--- src/rtl/core/u8cb_pkg.sv ---
// Shared constants for the mapped UTF-8 to raw byte decoder.
package u8cb_pkg;

    localparam int unsigned BYTE_W   = 8;
    localparam int unsigned STATUS_W = 2;
    localparam int unsigned CP_W     = 21;
    localparam int unsigned NEED_W   = 2;
    localparam int unsigned HIDDEN_W = 7;

    // Result status codes
    localparam logic [STATUS_W-1:0] ST_OK        = 2'd0;
    localparam logic [STATUS_W-1:0] ST_SKIP      = 2'd1;
    localparam logic [STATUS_W-1:0] ST_BAD_LEAD  = 2'd2;
    localparam logic [STATUS_W-1:0] ST_TRUNCATED = 2'd3;

    // Printable ranges that map to themselves
    localparam logic [CP_W-1:0] PRINT_A_LO = 21'h00021;
    localparam logic [CP_W-1:0] PRINT_A_HI = 21'h0007E;
    localparam logic [CP_W-1:0] PRINT_B_LO = 21'h000A1;
    localparam logic [CP_W-1:0] PRINT_B_HI = 21'h000AC;
    localparam logic [CP_W-1:0] PRINT_C_LO = 21'h000AE;
    localparam logic [CP_W-1:0] PRINT_C_HI = 21'h000FF;

    // Code points 256..323 stand for the hidden bytes in order
    localparam logic [CP_W-1:0]     HIDDEN_BASE  = 21'd256;
    localparam logic [CP_W-1:0]     HIDDEN_END   = 21'd324;
    localparam logic [HIDDEN_W-1:0] HIDDEN_LOW_N = 7'd33;
    localparam logic [HIDDEN_W-1:0] HIDDEN_MID_N = 7'd67;
    localparam logic [BYTE_W-1:0]   HIDDEN_MID_OFS = 8'h5E;
    localparam logic [BYTE_W-1:0]   HIDDEN_SHY   = 8'hAD;

    // Lead byte masks
    localparam logic [BYTE_W-1:0] LEAD2_MASK = 8'hE0;
    localparam logic [BYTE_W-1:0] LEAD2_PAT  = 8'hC0;
    localparam logic [BYTE_W-1:0] LEAD3_MASK = 8'hF0;
    localparam logic [BYTE_W-1:0] LEAD3_PAT  = 8'hE0;
    localparam logic [BYTE_W-1:0] LEAD4_MASK = 8'hF8;
    localparam logic [BYTE_W-1:0] LEAD4_PAT  = 8'hF0;

    // Result travelling from the decode logic to the output register
    typedef struct packed {
        logic                valid;
        logic [BYTE_W-1:0]   data;
        logic [STATUS_W-1:0] status;
        logic                eos;
    } result_t;

endpackage

--- src/rtl/core/utf8_mapped_char_to_byte_unit.sv ---
// Top level of the mapped UTF-8 to raw byte decoder.
//
// Takes the UTF-8 bytes of one vocabulary string, one byte per beat, with
// last_of_string marking the final byte, and returns the raw bytes the
// string stands for. One byte can be accepted every cycle while results are
// taken. A byte goes into the input register when it is accepted; the byte
// then waits there until the result register is free, and its result goes
// through the decode and map logic into the result register, from which it
// is offered on the output channel. A lead byte opens a 1 to 4 byte
// sequence; continuation bytes are not checked, only their low six bits are
// kept. Lead and middle bytes give no result, the byte that finishes a code
// point gives one. Code points 0x21..0x7E, 0xA1..0xAC and 0xAE..0xFF map to
// themselves, 256..323 map in order to the hidden bytes 0x00..0x20,
// 0x7F..0xA0 and 0xAD; anything else gives status 1 (skipped). A bad lead
// byte gives status 2 and the rest of that string is dropped without
// results; a string that ends inside a sequence gives status 3 with
// end_of_string set. out_byte is zero for every non-ok status. On any error
// the consumer should discard the whole string. While the result register
// is full and stalled, the input register holds its byte, even one that
// makes no result, and byte_stall is raised; the input takes one beat into
// an empty input register and then waits.
module utf8_mapped_char_to_byte_unit
(
    input  logic                              clk,
    input  logic                              rst_n,

    input  logic                              byte_valid,
    output logic                              byte_stall,
    input  logic [u8cb_pkg::BYTE_W-1:0]       in_byte,
    input  logic                              last_of_string,

    output logic                              result_valid,
    input  logic                              result_stall,
    output logic [u8cb_pkg::BYTE_W-1:0]       out_byte,
    output logic [u8cb_pkg::STATUS_W-1:0]     status,
    output logic                              end_of_string
);

    // Input register
    logic                              s1_valid_reg;
    logic [u8cb_pkg::BYTE_W-1:0]       s1_byte_reg;
    logic                              s1_last_reg;

    // Sequence state
    logic [u8cb_pkg::NEED_W-1:0]       need_reg;
    logic [u8cb_pkg::NEED_W-1:0]       need_next;
    logic [u8cb_pkg::CP_W-1:0]         acc_reg;
    logic [u8cb_pkg::CP_W-1:0]         acc_next;
    logic                              drop_reg;
    logic                              drop_next;

    // Output register
    u8cb_pkg::result_t                 out_reg;
    u8cb_pkg::result_t                 res;

    logic                              out_free;
    logic                              s1_adv;
    logic [u8cb_pkg::CP_W-1:0]         acc_shift;
    logic [u8cb_pkg::NEED_W-1:0]       need_dec;
    logic [u8cb_pkg::CP_W-1:0]         map_cp;
    logic [u8cb_pkg::BYTE_W-1:0]       map_byte;
    logic                              map_unknown;

    // The output register can take a new result when empty or draining
    assign out_free   = !out_reg.valid || !result_stall;
    assign s1_adv     = s1_valid_reg && out_free;
    assign byte_stall = s1_valid_reg && !out_free;

    assign acc_shift = {acc_reg[u8cb_pkg::CP_W-7:0], s1_byte_reg[5:0]};
    assign need_dec  = need_reg - 1'b1;

    // Inside a sequence map the gathered code point, else the byte itself
    assign map_cp = (need_reg != '0) ? acc_shift
                                     : {{(u8cb_pkg::CP_W-u8cb_pkg::BYTE_W){1'b0}}, s1_byte_reg};

    u8cb_map u_map
    (
        .code_point (map_cp),
        .raw_byte   (map_byte),
        .unknown    (map_unknown)
    );

    // Decode one byte: next sequence state and the optional result
    always_comb
    begin
        need_next  = need_reg;
        acc_next   = acc_reg;
        drop_next  = drop_reg;
        res.valid  = 1'b0;
        res.data   = '0;
        res.status = u8cb_pkg::ST_OK;
        res.eos    = s1_last_reg;

        if (drop_reg)
        begin
            // Swallow the rest of a failed string, start fresh after its end
            if (s1_last_reg)
            begin
                need_next = '0;
                acc_next  = '0;
                drop_next = 1'b0;
            end
        end
        else if (need_reg != '0)
        begin
            if (need_dec == '0)
            begin
                need_next  = '0;
                acc_next   = '0;
                res.valid  = 1'b1;
                res.data   = map_byte;
                res.status = map_unknown ? u8cb_pkg::ST_SKIP : u8cb_pkg::ST_OK;
            end
            else if (s1_last_reg)
            begin
                need_next  = '0;
                acc_next   = '0;
                res.valid  = 1'b1;
                res.status = u8cb_pkg::ST_TRUNCATED;
                res.eos    = 1'b1;
            end
            else
            begin
                need_next = need_dec;
                acc_next  = acc_shift;
            end
        end
        else if (!s1_byte_reg[7])
        begin
            res.valid  = 1'b1;
            res.data   = map_byte;
            res.status = map_unknown ? u8cb_pkg::ST_SKIP : u8cb_pkg::ST_OK;
        end
        else if ((s1_byte_reg & u8cb_pkg::LEAD4_MASK) != u8cb_pkg::LEAD4_PAT &&
                 (s1_byte_reg & u8cb_pkg::LEAD3_MASK) != u8cb_pkg::LEAD3_PAT &&
                 (s1_byte_reg & u8cb_pkg::LEAD2_MASK) != u8cb_pkg::LEAD2_PAT)
        begin
            // Bad lead byte: report it and drop the rest of the string
            need_next  = '0;
            acc_next   = '0;
            drop_next  = !s1_last_reg;
            res.valid  = 1'b1;
            res.status = u8cb_pkg::ST_BAD_LEAD;
        end
        else if (s1_last_reg)
        begin
            // Valid lead on the last byte: the sequence cannot finish
            need_next  = '0;
            acc_next   = '0;
            res.valid  = 1'b1;
            res.status = u8cb_pkg::ST_TRUNCATED;
            res.eos    = 1'b1;
        end
        else if ((s1_byte_reg & u8cb_pkg::LEAD2_MASK) == u8cb_pkg::LEAD2_PAT)
        begin
            need_next = 2'd1;
            acc_next  = {{(u8cb_pkg::CP_W-5){1'b0}}, s1_byte_reg[4:0]};
        end
        else if ((s1_byte_reg & u8cb_pkg::LEAD3_MASK) == u8cb_pkg::LEAD3_PAT)
        begin
            need_next = 2'd2;
            acc_next  = {{(u8cb_pkg::CP_W-4){1'b0}}, s1_byte_reg[3:0]};
        end
        else
        begin
            need_next = 2'd3;
            acc_next  = {{(u8cb_pkg::CP_W-3){1'b0}}, s1_byte_reg[2:0]};
        end
    end

    // Input register: load on an accepted beat, empty when it advances
    always_ff @(posedge clk or negedge rst_n)
    begin
        if (!rst_n)
        begin
            s1_valid_reg <= 1'b0;
        end
        else if (!byte_stall)
        begin
            s1_valid_reg <= byte_valid;
        end
    end

    always_ff @(posedge clk)
    begin
        if (byte_valid && !byte_stall)
        begin
            s1_byte_reg <= in_byte;
            s1_last_reg <= last_of_string;
        end
    end

    // Sequence state: advance once per decoded byte
    always_ff @(posedge clk or negedge rst_n)
    begin
        if (!rst_n)
        begin
            need_reg <= '0;
            acc_reg  <= '0;
            drop_reg <= 1'b0;
        end
        else if (s1_adv)
        begin
            need_reg <= need_next;
            acc_reg  <= acc_next;
            drop_reg <= drop_next;
        end
    end

    // Output register: hold while stalled, refill from decode when free
    always_ff @(posedge clk or negedge rst_n)
    begin
        if (!rst_n)
        begin
            out_reg <= '0;
        end
        else if (out_free)
        begin
            out_reg.valid <= s1_adv && res.valid;
            if (s1_adv && res.valid)
            begin
                out_reg.data   <= res.data;
                out_reg.status <= res.status;
                out_reg.eos    <= res.eos;
            end
        end
    end

    assign result_valid  = out_reg.valid;
    assign out_byte      = out_reg.data;
    assign status        = out_reg.status;
    assign end_of_string = out_reg.eos;

`ifndef SYNTHESIS
    a_err_zero_byte: assert property (@(posedge clk) disable iff (!rst_n)
        result_valid && status != u8cb_pkg::ST_OK |-> out_byte == '0)
        else $error("non-ok result carries a nonzero byte");

    a_trunc_eos: assert property (@(posedge clk) disable iff (!rst_n)
        result_valid && status == u8cb_pkg::ST_TRUNCATED |-> end_of_string)
        else $error("truncated result without end of string");

    a_drop_no_seq: assert property (@(posedge clk) disable iff (!rst_n)
        drop_reg |-> need_reg == '0)
        else $error("dropping while a sequence is open");

    a_empty_accepts: assert property (@(posedge clk) disable iff (!rst_n)
        !s1_valid_reg |-> !byte_stall)
        else $error("empty input register stalls the input");

    a_bad_lead_drops: assert property (@(posedge clk) disable iff (!rst_n)
        s1_adv && res.valid && res.status == u8cb_pkg::ST_BAD_LEAD && !s1_last_reg
        |=> drop_reg)
        else $error("bad lead byte did not start dropping");
`endif

endmodule

--- src/rtl/core/u8cb_map.sv ---
// Code point to raw byte map of the byte-level vocabulary alphabet.
module u8cb_map
(
    input  logic [u8cb_pkg::CP_W-1:0]   code_point,
    output logic [u8cb_pkg::BYTE_W-1:0] raw_byte,
    output logic                        unknown
);

    logic                            printable;
    logic                            hidden;
    logic [u8cb_pkg::HIDDEN_W-1:0]   hidden_idx;
    logic [u8cb_pkg::BYTE_W-1:0]     hidden_byte;

    assign printable =
        (code_point >= u8cb_pkg::PRINT_A_LO && code_point <= u8cb_pkg::PRINT_A_HI) ||
        (code_point >= u8cb_pkg::PRINT_B_LO && code_point <= u8cb_pkg::PRINT_B_HI) ||
        (code_point >= u8cb_pkg::PRINT_C_LO && code_point <= u8cb_pkg::PRINT_C_HI);

    assign hidden = (code_point >= u8cb_pkg::HIDDEN_BASE) &&
                    (code_point <  u8cb_pkg::HIDDEN_END);

    // Offset from the hidden base fits the low bits
    assign hidden_idx = code_point[u8cb_pkg::HIDDEN_W-1:0];

    always_comb
    begin
        if (hidden_idx < u8cb_pkg::HIDDEN_LOW_N)
        begin
            hidden_byte = {1'b0, hidden_idx};
        end
        else if (hidden_idx < u8cb_pkg::HIDDEN_MID_N)
        begin
            hidden_byte = {1'b0, hidden_idx} + u8cb_pkg::HIDDEN_MID_OFS;
        end
        else
        begin
            hidden_byte = u8cb_pkg::HIDDEN_SHY;
        end
    end

    always_comb
    begin
        if (printable)
        begin
            raw_byte = code_point[u8cb_pkg::BYTE_W-1:0];
            unknown  = 1'b0;
        end
        else if (hidden)
        begin
            raw_byte = hidden_byte;
            unknown  = 1'b0;
        end
        else
        begin
            raw_byte = '0;
            unknown  = 1'b1;
        end
    end

endmodule

--- config.mk ---
export PLATFORM = sky130hd
export DESIGN_NAME = utf8_mapped_char_to_byte_unit
export DESIGN_NICKNAME = d
export VERILOG_FILES = /design/src/rtl/core/u8cb_pkg.sv /design/src/rtl/core/utf8_mapped_char_to_byte_unit.sv /design/src/rtl/core/u8cb_map.sv
export SDC_FILE = /design/constraint.sdc
export NUM_CORES = 1
export LEC_CHECK = 0
export BUFFER_PORTS_ARGS = -buffer_cell sky130_fd_sc_hd__buf_4
export CORE_MARGIN = 2
export CORE_UTILIZATION = 62
export CTS_BUF_LIST = sky130_fd_sc_hd__clkbuf_16
export DETAILED_ROUTE_END_ITERATION = 12
export PLACE_DENSITY_LB_ADDON = 0.12
export SLEW_MARGIN = 5
export SYNTH_ARGS = -nofsm -noshare
export SYNTH_HDL_FRONTEND = slang
export SYNTH_SLANG_ARGS = --single-unit
--- constraint.sdc ---
create_clock -name clk -period 4.1 [get_ports clk]
set_input_delay 0.205 -clock clk [delete_from_list [all_inputs] [get_ports clk]]
set_output_delay 0.205 -clock clk [all_outputs]
set_load 0.02 [all_outputs]
## After elaboration in Yosys (flattened, before gate mapping)

Index checks and enable logic that the tools add are counted.

- Register bits: 40
- Memory bits (writable): 0
- Latch bits: 0
- Memory bits (read-only): 0
- Memories kept: 0
- Output and inout port bits: 13

- Divide/modulo/power cells: 0
- $lt $le $gt $ge: 10
- Reductions and logical operators: 23
- Multiplexer cells: 48
- Shift-type cells: 0
- $mul: 0
- Bitwise gates (word level): 0
- $add $sub $neg: 2
- Eq/ne operators: 6

Operators with widths:

| operator | number |
|---|---|
| 2-to-1 mux 15 bit | 8 |
| 2-to-1 mux 8 bit | 6 |
| greater-or-equal comparator 21 x 8 -> 1 bit (second input constant) | 2 |
| less-or-equal comparator 21 x 8 -> 1 bit (second input constant) | 2 |
| 2-to-1 mux 12 bit | 2 |
| 2-to-1 mux 2 bit | 12 |
| greater-or-equal comparator 21 x 6 -> 1 bit (second input constant) | 1 |
| greater-or-equal comparator 21 x 9 -> 1 bit (second input constant) | 1 |
| less-or-equal comparator 21 x 7 -> 1 bit (second input constant) | 1 |
| < comparator 21 x 9 -> 1 bit (second input constant) | 1 |
| 2-to-1 mux 21 bit | 1 |
| 2-to-1 mux 1 bit | 16 |
| logical AND 1 bit | 10 |
| adder 7 x 7 -> 8 bit (second input constant) | 1 |
| < comparator 7 x 6 -> 1 bit (second input constant) | 1 |
| < comparator 7 bit (second input constant) | 1 |
| zero test 1 bit | 5 |
| 2-to-1 mux 5 bit | 1 |
| inequality test 5 bit (second input constant) | 1 |
| equality test 4 bit (second input constant) | 1 |
| 2-to-1 mux 4 bit | 1 |
| inequality test 4 bit (second input constant) | 1 |
| equality test 3 bit (second input constant) | 1 |
| logical OR 1 bit | 3 |
| 9 further kinds | 9 |

## Depth between registers and ports, before layout

Gate-level depths: netlist (run 1).

- Depth in word-level cells: 13
- Depth in mapped cells: 10
- Mapped depth without buffers: 9

## By module

From an unflattened synthesis (run 1), not the netlist that was laid out.

- Cells, all modules: 226
- Area, all modules: 2301.0 µm²

Modules (own cells, without submodules):

| module | sequential area each (µm²) | cells an instance | area each (µm²) | times used |
|---|---|---|---|---|
| utf8_mapped_char_to_byte_unit | 1046.0 | 145 | 1731.7 | 1 |
| u8cb_map | 0.0 | 81 | 569.3 | 1 |

## Worst setup path before layout (run 1)

OpenSTA, ideal clock, no wires.

- Path kind: register to register
- Start: reg s1_byte_reg[2] (netlist name)
- End: reg out_reg, in the netlist out_byte[4]
- Library setup time: 0.126 ns
- Stages on the path, launching flop included: 9
- Clock period less this slack: 2.261 ns
- Slack: 1.839 ns
- Arrival time: 2.135 ns
- Data required time: 3.974 ns
- Path through: edfxtp_1 -> inv_1 -> ha_1 -> or3b_4 -> a211oi_2 -> a21o_1 -> nor2_1 -> a221oi_1 -> o21ai_1

- Longest elaborated chain between the ends: 9

RTL lines:

| item | line | source |
|---|---|---|
| start, declared | utf8_mapped_char_to_byte_unit.sv:41 | `logic [u8cb_pkg::BYTE_W-1:0] s1_byte_reg;` |
| start signal, assigned | utf8_mapped_char_to_byte_unit.sv:188 | `s1_byte_reg <= in_byte;` |
| 2-to-1 mux 21 bit (*) | utf8_mapped_char_to_byte_unit.sv:73 | `assign map_cp = (need_reg != '0) ? acc_shift` |
| greater-or-equal comparator 21 x 6 -> 1 bit, or another cell as far along | u8cb_map.sv:15 | `(code_point >= u8cb_pkg::PRINT_A_LO && code_point <= u8cb_pkg::PRINT_A_HI) \|\|` |
| logical AND 1 bit, or another cell as far along | u8cb_map.sv:15 |  |
| logical OR 1 bit or 2-to-1 mux 8 bit (tied branches) | u8cb_map.sv:15, u8cb_map.sv:27 |  |
| logical OR 1 bit or 2-to-1 mux 8 bit (tied branches) | u8cb_map.sv:16, u8cb_map.sv:48 |  |
| 2-to-1 mux 8 bit (*) | u8cb_map.sv:43 | `if (printable)` |
| 2-to-1 mux 8 bit, on equally long branches | utf8_mapped_char_to_byte_unit.sv:128, utf8_mapped_char_to_byte_unit.sv:106 |  |
| 2-to-1 mux 12 bit (*) | utf8_mapped_char_to_byte_unit.sv:104 | `else if (need_reg != '0)` |
| 2-to-1 mux 12 bit (*) | utf8_mapped_char_to_byte_unit.sv:94 | `if (drop_reg)` |
| end, declared | utf8_mapped_char_to_byte_unit.sv:53 | `u8cb_pkg::result_t out_reg;` |

Mark *: on every way between the ends. The rest lies on a longest branch, timed or not.
A chain may end at the register's enable or synchronous reset.

## Worst setup path after layout (run 1)

- Start: reg s1_byte_reg[1] (netlist name)
- End: reg out_reg, in the netlist out_byte[4]

The elaborated chain is that of the path after synthesis.

==> results of run 1 <==
[metal layers]
metal,up-vias,GRT usage (%),wire length (µm)
met5,-,0,0
met3,15,7.22,428
li1,895,-,-
met4,0,9.84,95
met2,97,46.1,2580
met1,911,35.9,2210
[cells in the mapped netlist, types with 3 or more instances]
master | n | share of area, %
nor2_1 | 11 | 1.8
clkbuf_1 | 6 | 1.0
edfxtp_1 | 9 | 12
inv_1 | 9 | 1.5
nand2_1 | 34 | 5.7
o31ai_2 | 3 | 1.7
a21o_1 | 3 | 1.0
o21ai_0 | 11 | 2.5
a21oi_1 | 12 | 2.7
nand3_1 | 6 | 1.3
ha_1 | 8 | 4.5
a22o_1 | 10 | 3.9
dfrtp_1 | 31 | 35
nand2b_1 | 7 | 2.0
o21ai_1 | 6 | 1.3
nor4_1 | 5 | 1.4
nor3_1 | 4 | 0.89
and2_1 | 5 | 1.4
nand4_1 | 5 | 1.4
[stage by stage]
stage	cell area, µm²	setup WS (ns)
5_1_grt	2630	1.16
3_3_place_gp	2460	1.42
4_1_cts	2630	1.38
6_report	2630	1.30
2_1_floorplan	2240	1.84
3_5_place_dp	2460	1.42
[layout make-up]
type	count	area (µm²)
Fill cell	259	786
Tap cell	46	57.6
Inverter	9	33.8
Multi-Input combinational cell	170	1130
Sequential cell	40	1050
Timing Repair Buffer	26	198
Clock buffer	5	125
Clock inverter	3	37.5
[cell families after synthesis]
family          Yosys count
simple gates             89
buf+inv                  17
mux                       3
compound gates           70
fa+ha+maj                 8
flops                    40
[power by group]
group / switching, W / internal (W) / leakage [nW]
Clock: 0.000145 / 0.000282 / 0.0789
Sequential: 0.0000895 / 0.000496 / 0.501
Combinational: 0.000423 / 0.000273 / 0.578
Total: 0.000657 / 0.00105 / 1.16
[worst paths after layout]
path	to	cells past startpoint	from
max in group asynchronous	out_byte[2]	2	rst_n
worst max register to register	out_byte[4]	8	s1_byte_reg[1]
worst min-delay path	s1_byte_reg[0]	1	in_byte[0]
min in group asynchronous	acc_reg[7]	2	rst_n
worst min register to register	out_byte[3]	2	out_byte[3]
worst max-delay path	out_byte[4]	8	s1_byte_reg[1]
[worst max-delay path, stage by stage, from the launching register on]
cell and delay [ns]:
edfxtp_1 0.55, inv_1 0.21, ha_1 0.24, or3b_4 0.44, a211oi_2 0.40, a21o_1 0.24, nor2_1 0.08, a221oi_1 0.38
o21ai_1 0.12
==> impl_metrics.py, run 1 <==
metrics = {
    "outcome": {
        "run_status": "finished clean",
    },
    "synthesis": {
        "synth_simple_gate_area_share_pct": 20.3,
        "synth_area_mm2": 0.00224,
        "synth_fp_nets": 248,
        "synth_compound_area_share_pct": 23.9,
        "muxShareOfSynthArea_pct": 1.78,
        "synth_area_per_cell_um2": 9.89,
        "synth-seq-cells": 40,
        "synthXorXnorAreaFrac_pct": 0,
        "synth_fa_ha_area_share_pct": 4.46,
        "synth-edff-count": 9,
        "ys_types": 51,
        "ys.flop_type": "dfrtp_1",
        "ys_seq_area_share_pct": 46.6,
        "ys_warn_count": 0,
        "synth_cells": 227,
        "synth_top_family_by_area": "compound AO/OA/AOI/OAI gates",
        "async_reset_ff_share_pct": 77.5,
    },
    "cells_and_area": {
        "stdcell_count": 299,
        "nets": 273,
        "layout_commonest_cell": "nand2_1",
        "fin_util_pct": 77.0,
        "layout-drive-gt1-share_pct": 18.6,
        "largest_reg_flops": 15,
        "most-common-layout-cells": "34 x nand2_1, 31 x dfrtp_1, 25 x buf_4, 12 x a21oi_1",
        "diodes": 0,
        "area.growth.synth_to_final_pct": 17.2,
    },
    "route": {
        "wl_um": 5310,
        "wl_per_cell_um": 17.8,
        "vias": 1918,
        "post-route-drc-count": 0,
        "vias_per_cell": 6.41,
        "drt_iter0_markers": 147,
        "ant_nets": 0,
        "dr.pass1.iters": 5,
    },
    "power": {
        "ir_worst_vdd_mv": 0.393,
        "p_per_area_mw_per_mm2": 650,
        "finalPower_w": 0.00171,
        "leakagePower_nw": 1.16,
    },
    "worst_setup_path": {
        "cp.arrival_ns": 2.95,
        "reg2reg_slack_ns": 1.30,
        "end_kind": "flop",
        "worst_setup_path_start_kind": "flop",
        "critical_path_class": "reg2reg",
        "cp_data_required_time_ns": 4.25,
        "path_max_fanout": 8,
    },
    "timing": {
        "rsz0062_at_grt": "no",
        "fmax_mhz": 358,
        "finClkSkew_ns": 0.00491,
        "whs_ns": 0.0999,
        "setup_tns_ns": 0,
        "relSlewSlack_pct": 38.7,
        "final-hold-violation-count": 0,
        "setup_violations": 0,
        "min_period_ns": 2.80,
        "maxSlewViolCount": 0,
        "min_period_over_period_pct": 68.2,
        "worst_pin_slew_ns": 0.914,
    },
    "grt": {
        "grt_pass1_wl_um": 8860,
        "grt_overflow": 0,
        "grt_pass1_vias": 1810,
        "antenna_found_initial": 0,
        "grt_use_total_pct": 28.0,
        "grt_max_degree": 32,
    },
    "floorplanning": {
        "row_count": 21,
        "die_area_mm2": 0.00412,
        "die_h_um": 64.2,
        "start_util_pct": 65.7,
        "io_pins": 26,
        "die_width_um": 64.2,
        "coreArea_mm2": 0.00342,
    },
    "clock_tree": {
        "clock-root-buffer": "clkbuf_16",
        "clk_pin_slew_ns": 0.06,
        "post_cts.repair.setup_buffers": 0,
        "cts_hold_buf": 1,
        "cts_buffer_depth": 2,
        "cts_tree": "done",
        "cts_made_buffers": 5,
        "clk_latency_ns": 0.28,
        "cts-resized-gates": 0,
        "htree_levels": 2,
        "clock-sinks": 40,
    },
    "place": {
        "place_hpwl_um": 3800,
        "port_buffers": 25,
        "dp_cells": 290,
        "globalplace.congestion": 0.900,
    },
    "worst_hold_path": {
        "hold_class": "in2reg",
    },
    "flow_run": {
        "cap_violations": 0,
    },
}
No activity file was read; power rests on OpenSTA's default activity.
==> inputs of run 2 (changes only) <==
--- a/config.mk
+++ b/config.mk
@@ -7,7 +7,7 @@
 export LEC_CHECK = 0
 export BUFFER_PORTS_ARGS = -buffer_cell sky130_fd_sc_hd__buf_4
 export CORE_MARGIN = 2
-export CORE_UTILIZATION = 62
+export CORE_UTILIZATION = 52
 export CTS_BUF_LIST = sky130_fd_sc_hd__clkbuf_16
 export DETAILED_ROUTE_END_ITERATION = 12
 export PLACE_DENSITY_LB_ADDON = 0.12
==> constraint.sdc (replaced) <==
create_clock -name clk -period 2.35 [get_ports clk]
set_input_delay 0.1175 -clock clk [delete_from_list [all_inputs] [get_ports clk]]
set_output_delay 0.1175 -clock clk [all_outputs]
set_load 0.02 [all_outputs]
==> impl_metrics.py, run 2 (synthesized netlist as in run 1, its figures left out) <==
metrics = {
    "outcome": {
        "run_status": "finished clean",
    },
    "power": {
        "power_switching_w": 0.00124,
        "p_clk_share_pct": 20.4,
        "p_per_area_mw_per_mm2": 1090,
        "switching_share_pct": 38.8,
        "ir_worst_vdd_mv": 0.772,
        "leakagePower_nw": 1.30,
        "p_int_w": 0.00195,
        "pwr-share-seq_pct": 31.3,
        "combPwrFrac_pct": 48.3,
    },
    "clock_tree": {
        "cts_tree": "done",
        "clock-sinks": 40,
        "clk_pin_slew_ns": 0.06,
        "cts_buffer_depth": 2,
        "clock-root-buffer": "clkbuf_16",
        "clk_latency_ns": 0.28,
        "cts_made_buffers": 5,
        "htree_levels": 2,
    },
    "worst_setup_path": {
        "path_max_fanout": 8,
        "reg2reg_to": "out_byte[5]",
        "r2r_cells": 8,
        "cp_data_required_time_ns": 2.54,
        "worst_setup_path_start_kind": "flop",
        "worst_path_max_delay_cell": "dfrtp_1",
        "critical_path_class": "reg2reg",
        "end_kind": "flop",
        "crit_family": "compound AO/OA/AOI/OAI gates",
        "slowest_delay_ns": 0.40,
        "crit_chain": "inv_2, ha_4, mux2_4, or3_1, o32ai_4, a21oi_1, a21o_4, o31ai_2",
        "cp.arrival_ns": 2.53,
        "reg2reg_slack_ns": 0.01,
        "cp.buffers_inverters": 1,
        "rr_startpoint": "need_reg[1]",
    },
    "timing": {
        "relSlewSlack_pct": 66.9,
        "setup_tns_ns": 0,
        "final-hold-violation-count": 0,
        "whs_ns": 0.0156,
        "finClkSkew_ns": 0.00426,
        "worst_pin_slew_ns": 0.493,
        "maxSlewViolCount": 0,
        "fmax_mhz": 427,
        "min_period_over_period_pct": 99.6,
        "min_period_ns": 2.34,
        "setup_violations": 0,
    },
    "route": {
        "drt_iter0_markers": 165,
        "ant_nets": 0,
        "vias_per_cell": 5.84,
        "wl_per_cell_um": 16.4,
        "wl_um": 5450,
        "dr.pass1.iters": 4,
        "vias": 1940,
        "post-route-drc-count": 0,
    },
    "worst_hold_path": {
        "hp-start": "in_byte[0]",
        "min_delay_path_depth": 1,
        "whs_endpoint": "s1_byte_reg[0]",
        "hold_class": "in2reg",
    },
    "flow_run": {
        "cap_violations": 0,
    },
    "cells_and_area": {
        "layout_commonest_cell": "buf_4",
        "layout-drive-gt1-share_pct": 31.9,
        "diodes": 0,
        "stdcell_count": 332,
        "most-common-layout-cells": "54 x buf_4, 32 x nand2_1, 31 x dfrtp_1, 11 x o21ai_0, 11 x nor2_1",
        "fin_util_pct": 71.3,
        "area.growth.synth_to_final_pct": 29.8,
        "largest_reg_flops": 15,
        "design_area_mm2": 0.00291,
        "nets": 302,
    },
    "floorplanning": {
        "die_area_mm2": 0.00486,
        "row_count": 23,
        "coreArea_mm2": 0.00409,
        "start_util_pct": 54.9,
        "io_pins": 26,
        "die_width_um": 69.7,
        "die_h_um": 69.7,
    },
    "grt": {
        "grt_pass1_wl_um": 8890,
        "antenna_found_initial": 0,
        "grt_pass1_vias": 1867,
        "grt_overflow": 0,
        "grt_max_degree": 32,
        "grt_use_total_pct": 22.8,
    },
    "place": {
        "globalplace.congestion": 0.956,
        "port_buffers": 25,
        "place_hpwl_um": 3900,
        "dpl_cell_area_mm2": 0.00265,
        "dp_cells": 319,
    },
}
==> run 2: worst max path at each step <==
stage | startpoint | to | slack [ns] | cells past startpoint
2_1_floorplan | s1_byte_reg[2] | out_byte[4] | 0.09 | 8
3_3_place_gp | need_reg[1] | out_byte[2] | 0.08 | 9
3_5_place_dp | need_reg[1] | out_byte[2] | -0.05 | 9
4_1_cts | need_reg[1] | out_byte[5] | 0.04 | 8
5_1_grt | s1_byte_reg[1] | out_byte[6] | -0.04 | 9
6_report | need_reg[1] | out_byte[5] | 0.01 | 8
==> run 2: metal layers <==
metal	up-vias	share of wire, %	track usage, %
met1	924	49	34.1
met2	60	45	33.3
met4	0	0.94	7.26
met5	-	0	0
met3	4	4.6	4.51
li1	952	-	-
==> run 2: layout make-up <==
type | instances | area (µm²)
clock buffers | 5 | 125
clock inverters | 3 | 18.8
fillers | 320 | 1170
inverters | 9 | 33.8
multi-input cells | 170 | 1210
flip-flops and latches | 40 | 1050
well taps | 50 | 62.6
repair buffers | 55 | 415
==> run 2: power groups by stage <==
stage / Clock, W / Combinational, W / Sequential, W
after detailed placement: 0 / 0.00135 / 0.00100
after floorplan: 0 / 0.000806 / 0.00105
final: 0.000651 / 0.00154 / 0.000997
after CTS: 0.000665 / 0.00140 / 0.000992
after global routing: 0.000704 / 0.00165 / 0.00102
after global placement: 0 / 0.00134 / 0.000999
==> run 2: repair_timing <==
action	4_1_cts	5_1_grt
hold buffers	1	0
hold endpoints to repair	31	0
pin swaps	2	6
endpoints found under the setup margin	3	6
setup buffers	1	3
resized for setup	3	14
==> run 2: per-stage QoR <==
stage / setup slack (ns) / power, W
after floorplan: 0.0892 / 0.00186
after global placement: 0.0840 / 0.00234
after detailed placement: -0.0518 / 0.00235
after CTS: 0.0406 / 0.00306
after global routing: -0.0444 / 0.00338
final: 0.0105 / 0.00319
